[src/rtl/core/rvh_pkg.sv]
// Shared types and constants of the RV32I hart.
`default_nettype none
package rvh_pkg;

	localparam int CSR_COUNT = 4096;
	localparam int CSR_BITS  = 12;

	localparam logic [6:0] OP_REG    = 7'h33;
	localparam logic [6:0] OP_IMM    = 7'h13;
	localparam logic [6:0] OP_LOAD   = 7'h03;
	localparam logic [6:0] OP_STORE  = 7'h23;
	localparam logic [6:0] OP_BRANCH = 7'h63;
	localparam logic [6:0] OP_SYSTEM = 7'h73;
	localparam logic [6:0] OP_JAL    = 7'h6F;
	localparam logic [6:0] OP_JALR   = 7'h67;
	localparam logic [6:0] OP_LUI    = 7'h37;
	localparam logic [6:0] OP_AUIPC  = 7'h17;
	localparam logic [6:0] F7_ALT    = 7'h20;

	localparam logic [11:0] F12_ECALL  = 12'h000;
	localparam logic [11:0] F12_EBREAK = 12'h001;
	localparam logic [11:0] F12_MRET   = 12'h302;

	localparam logic [11:0] CSR_MSTATUS = 12'h300;
	localparam logic [11:0] CSR_MTVEC   = 12'h305;
	localparam logic [11:0] CSR_MEPC    = 12'h341;
	localparam logic [11:0] CSR_MCAUSE  = 12'h342;

	localparam logic [31:0] UPPER_MASK    = 32'hFFFFF000;
	localparam logic [31:0] CAUSE_ILLEGAL = 32'd2;
	localparam logic [31:0] CAUSE_BREAK   = 32'd3;
	localparam logic [31:0] CAUSE_ECALL   = 32'd11;

	localparam logic [1:0] SIZE_BYTE = 2'd0;
	localparam logic [1:0] SIZE_HALF = 2'd1;
	localparam logic [1:0] SIZE_WORD = 2'd2;

	typedef enum logic [1:0] {
		TRAP_NONE    = 2'd0,
		TRAP_ILLEGAL = 2'd1,
		TRAP_BREAK   = 2'd2,
		TRAP_ECALL   = 2'd3
	} trap_t;

	typedef enum logic [2:0] {
		ST_CLEAR,
		ST_IDLE,
		ST_LOAD,
		ST_FETCH,
		ST_RS2,
		ST_EXEC,
		ST_MEMRD
	} state_t;

	typedef struct packed {
		logic clear;
		logic accept;
		logic fetch;
		logic rs2;
		logic mem_t;
		logic load_commit;
		logic exec_commit;
		logic memrd_commit;
	} ctl_cmd_t;

	typedef struct packed {
		logic clr_done;
		logic mode;
		logic is_load;
		logic slot_free;
	} ctl_sts_t;

endpackage
`default_nettype wire

[src/rtl/core/rvh_ctrl.sv]
// Sequencer of the hart: clear sweep, fetch, register read, execute, load.
`default_nettype none
module rvh_ctrl (
	input  wire logic               clk,
	input  wire logic               arst_n,
	input  wire logic               req_valid,
	output logic                    req_ready,
	input  wire rvh_pkg::ctl_sts_t  sts,
	output rvh_pkg::ctl_cmd_t       cmd
);
	rvh_pkg::state_t state_q, state_d;

	always_ff @(posedge clk or negedge arst_n) begin
		if (!arst_n) begin
			state_q <= rvh_pkg::ST_CLEAR;
		end else begin
			state_q <= state_d;
		end
	end

	always_comb begin
		state_d   = state_q;
		cmd       = '0;
		req_ready = 1'b0;
		case (state_q)
			rvh_pkg::ST_CLEAR: begin
				cmd.clear = 1'b1;
				if (sts.clr_done) begin
					state_d = rvh_pkg::ST_IDLE;
				end
			end
			rvh_pkg::ST_IDLE: begin
				req_ready = 1'b1;
				if (req_valid) begin
					cmd.accept = 1'b1;
					state_d    = sts.mode ? rvh_pkg::ST_FETCH : rvh_pkg::ST_LOAD;
				end
			end
			rvh_pkg::ST_LOAD: begin
				if (sts.slot_free) begin
					cmd.load_commit = 1'b1;
					state_d         = rvh_pkg::ST_IDLE;
				end
			end
			rvh_pkg::ST_FETCH: begin
				cmd.fetch = 1'b1;
				state_d   = rvh_pkg::ST_RS2;
			end
			rvh_pkg::ST_RS2: begin
				cmd.rs2 = 1'b1;
				state_d = rvh_pkg::ST_EXEC;
			end
			rvh_pkg::ST_EXEC: begin
				if (sts.is_load) begin
					cmd.mem_t = 1'b1;
					state_d   = rvh_pkg::ST_MEMRD;
				end else if (sts.slot_free) begin
					cmd.exec_commit = 1'b1;
					state_d         = rvh_pkg::ST_IDLE;
				end
			end
			rvh_pkg::ST_MEMRD: begin
				cmd.mem_t = 1'b1;
				if (sts.slot_free) begin
					cmd.memrd_commit = 1'b1;
					state_d          = rvh_pkg::ST_IDLE;
				end
			end
			default: begin
				state_d = rvh_pkg::ST_CLEAR;
			end
		endcase
	end
endmodule
`default_nettype wire

[config.mk]
export PLATFORM = sky130hd
export DESIGN_NAME = rvh_ctrl
export DESIGN_NICKNAME = d
export VERILOG_FILES = /design/src/rtl/core/rvh_pkg.sv /design/src/rtl/core/rvh_ctrl.sv
export SDC_FILE = /design/constraint.sdc
export NUM_CORES = 1
export LEC_CHECK = 0
export BUFFER_PORTS_ARGS = -buffer_cell sky130_fd_sc_hd__buf_2
export CAP_MARGIN = 20
export CORE_AREA = 5 5 42 44
export CTS_CLUSTER_SIZE = 30
export DETAILED_ROUTE_END_ITERATION = 8
export DIE_AREA = 0 0 47 49
export PLACE_DENSITY = 0.53
export SYNTH_ARGS = -nofsm -noshare
export SYNTH_HDL_FRONTEND = slang
export SYNTH_SLANG_ARGS = --single-unit
[constraint.sdc]
create_clock -name clk -period 1.5 [get_ports clk]
set_clock_uncertainty 0.1 [all_clocks]
set_input_delay 0.075 -clock clk [delete_from_list [all_inputs] [get_ports clk]]
set_output_delay 0.075 -clock clk [all_outputs]
set_load 0.01 [all_outputs]
## Word-level counts from Yosys, hierarchy flattened

Cells that the tools add are included.

- Divide/modulo/power cells: 0
- Eq/ne operators: 8
- Shifts and indexed selects: 0
- $lt $le $gt $ge: 0
- Muxes and demuxes: 19
- $add $sub $neg: 0
- Reductions and logical operators: 3
- Bitwise logic cells: 0
- Multipliers: 0

Operator list:

| cell | number |
|---|---|
| 3-bit one-hot mux with 6 select lines | 1 |
| 1-bit two-way mux | 13 |
| 3-bit two-way mux | 4 |
| 3-bit equality test, second input constant | 3 |
| 3-bit by 2-bit equality test with 1-bit output, second input constant | 2 |
| 2-bit inequality test, second input constant | 2 |
| 3-bit by 1-bit equality test with 1-bit output, second input constant | 1 |
| 3-bit zero test | 1 |
| 1-bit one-hot mux with 2 select lines | 1 |
| 2-bit AND reduction | 1 |
| 2-bit OR reduction | 1 |

- Memories kept: 0
- Latch bits: 0
- Word-level logic and storage cells: 31
- Input bits: 7
- Output and inout bits: 9
- Bits in read-only memories: 0
- RAM bits: 0
- Register bits after elaboration: 3

## Logic depth before layout (Yosys ltp)

- Word-level depth: 3
- Mapped depth: 3

## Worst setup path after synthesis

Ideal clock, no wire load.

- Path type: reg-to-output
- From: register state_q[0]
- To: output cmd[2] (netlist bit)
- Buffers on the path: 0
- Required time: 1.325 ns
- Stages on the path, launching flop included: 3
- Arrival: 0.981 ns
- Path slack: 0.344 ns
- Path through: dfrtp_1 -> nand2b_2 -> nor3b_1

RTL lines:

| element | RTL line | RTL |
|---|---|---|
| start, declared | rvh_ctrl.sv:11 | `rvh_pkg::state_t state_q, state_d;` |
| start signal, assigned | rvh_ctrl.sv:15 | `state_q <= rvh_pkg::ST_CLEAR;` |
| start signal, assigned | rvh_ctrl.sv:17 | `state_q <= state_d;` |
| end, declared | rvh_ctrl.sv:9 | `output rvh_pkg::ctl_cmd_t cmd` |

==> run summary <==
Status = finished, final reports clean
Leak = 0.195 nW
Least-Margin Pin Slew = 231 ps
Count of cell types in the netlist = 20
Crit-path slowest cell = dfrtp_2
Tmin final = 1430 ps
Buf+Inv Stages, Crit Path = 1
Final TNS setup = 0 ps
PD cells = 2000 mW/mm^2
RSZ-0062 raised after global routing = false
Final-report hold violation count = 0
ANT cells = 0
DRC = 0
Tot GR Track Use = 0.0692
Global-route wire length before repair = 1.08 mm
CP delay by family, top = flip-flops
Post-Syn Instances = 30
Pin count of the biggest net entering global routing = 8
Min-Delay Endpoint = state_q[0]
CP required = 1320 ps
Yosys warnings = 0
Root buf cell = clkbuf_4
Maximum operating frequency = 702 MHz
Post-DP HPWL = 530 microns
EDFF count, synth = 0
GP Congestion = 0.732
Port-buffer cells = 15
Post-place setup slack = 286 ps
FF-to-FF Start = state_q[1]
Worst VDD drop = 0.652 mV
Max FO, Critical Path = 6
H-tree Lvls = 1
Max-Cap Viols = 0
Reg-to-reg endpoint = state_q[0]
CP Capture Type = output pin
Crit-path cells = nand2b_2 > nor3b_1 > buf_2
Reg-to-reg setup timing slack = 370 ps
Initial core utilization = 0.173
Clock Path Buffers = 2
Row cnt = 14
Slew HR = 0.846
Share of post-route cells with drive strength above 1 = 0.490
CP Data Arrival Time = 1250 ps
DR pass1 iterations = 3
CP Launch Point = state_q[0]
Post-Syn Area = 243 sq um
Area delta synth->final = 60.3%
Largest register FFs = 3
Top reg by flops = state_q
Fin. max-slew vios = 0
CTS Buf Count = 3
Min-delay worst type = in -> reg
Via/cell ratio = 4.15
Vias post-DR = 278
Mean post-synth cell area = 8.09 sq um
Hold Path Depth = 3
Yosys reg bits = 3
Seq/Total Area, Yosys = 0.309
Syn_nets = 37
Fin nets = 59
Final WL = 681 microns
CP Class = reg -> out
Placed cell count = 61
Post-DRT Antenna Nets = 0
Top flop regs = state_q: 3 flops
Setup violations, final = 0
CTS tree = built
Worst-Skew Late Latency = 230 ps
Worst r2r path cells = 3
Initial detailed-routing violation count = 2
Final Power = 0.778 mW
Final cell count without fillers = 67
Core area = 0.00140 sq mm
Max incr delay on CP = 450 ps
Sink Count = 3
CP startpoint kind = flop
Hold Slack = 8.01 ps
Clock transition at path regs = 40 ps
Num ports = 16
Initial antenna violation count = 0
Min-delay src = sts[2]
Ys async rst share = 1.00
Vias in the first global route = 273
Final worst setup slack = 74.8 ps
Period utilization = 0.950
Grt ovf = 0
Die area = 0.00230 sq mm
Drt wl/cell = 10.2 microns
Die H = 49 microns
DIE WIDTH = 47 microns
Main flop type after synthesis = dfrtp_1
metal layers:
| metal | vias up | track usage | share of wire |
|---|---|---|---|
| li1 | 148 | - | - |
| met1 | 121 | 0.0841 | 0.45 |
| met2 | 9 | 0.0860 | 0.47 |
| met3 | 0 | 0.0148 | 0.087 |
| met4 | 0 | 0.0829 | 0 |
| met5 | - | 0 | 0 |
worst min-delay path: cells and delay by family:
kind | cells | cell delay, ps
compound gates | 1 | 100
buf+inv | 1 | 70
simple gates | 1 | 30
worst max-delay path by stage:
stage | to | slack (ps) | cells past startpoint
after floorplan | cmd[2] | 340 | 2
after global placement | cmd[2] | 320 | 3
after detailed placement | cmd[3] | 290 | 4
after CTS | cmd[2] | 30 | 3
after global routing | cmd[2] | 20 | 3
final | cmd[2] | 70 | 3
layout make-up:
| class | instances | area, sq um |
|---|---|---|
| inverters | 1 | 3.75 |
| multi-input cells | 25 | 159 |
| well taps | 16 | 20.0 |
| flip-flops and latches | 3 | 77.6 |
| repair buffers | 18 | 103 |
| clock buffers | 4 | 26.3 |
| fillers | 164 | 1010 |
logic make-up after synthesis:
group / Yosys count / share of synthesized area
AOI/OAI and AO/OA: 7 / 0.217
xor gates and xnor gates: 1 / 0.0361
buffers and inverters: 2 / 0.0360
DFF: 3 / 0.309
and+or+nand+nor: 17 / 0.402
cell usage in the layout, fill, tap and decap left out, types with 2 or more instances in the layout:
| cell type | count |
|---|---|
| buf_2 | 15 |
| dfrtp_2 | 2 |
| nor3b_1 | 2 |
| clkbuf_4 | 3 |
| nand2_1 | 2 |
| nor2_1 | 5 |
| dlygate4sd3_1 | 2 |
| nor3_1 | 3 |
timing repair:
item,4_1_cts,5_1_grt
endpoints found under the setup margin,0,2
buffers inserted,0,0
hold buffers,2,0
endpoints found under the hold margin,4,0
resized for setup,0,2
through the flow:
stage / instance area [sq um] / util
2_1_floorplan: 243 / -
3_3_place_gp: 340 / 0.243
3_5_place_dp: 340 / 0.243
4_1_cts: 387 / 0.276
5_1_grt: 389 / 0.278
6_report: 389 / 0.278
power by group:
group	total, mW	leakage [nW]	switching (mW)	internal, mW
registers	0.208	0.0350	0.0793	0.128
clock network	0.141	0.0150	0.0418	0.0997
logic	0.429	0.145	0.215	0.214
total	0.778	0.195	0.337	0.442
Yosys cell counts, types with 2 or more instances:
cell	count	area, sq um
nor2_1	5	18.8
dfrtp_1	3	75.1
nor3_1	3	15.0
nand2_1	2	7.51
nor3b_1	2	15.0
(Power assumes the default switching activity.)
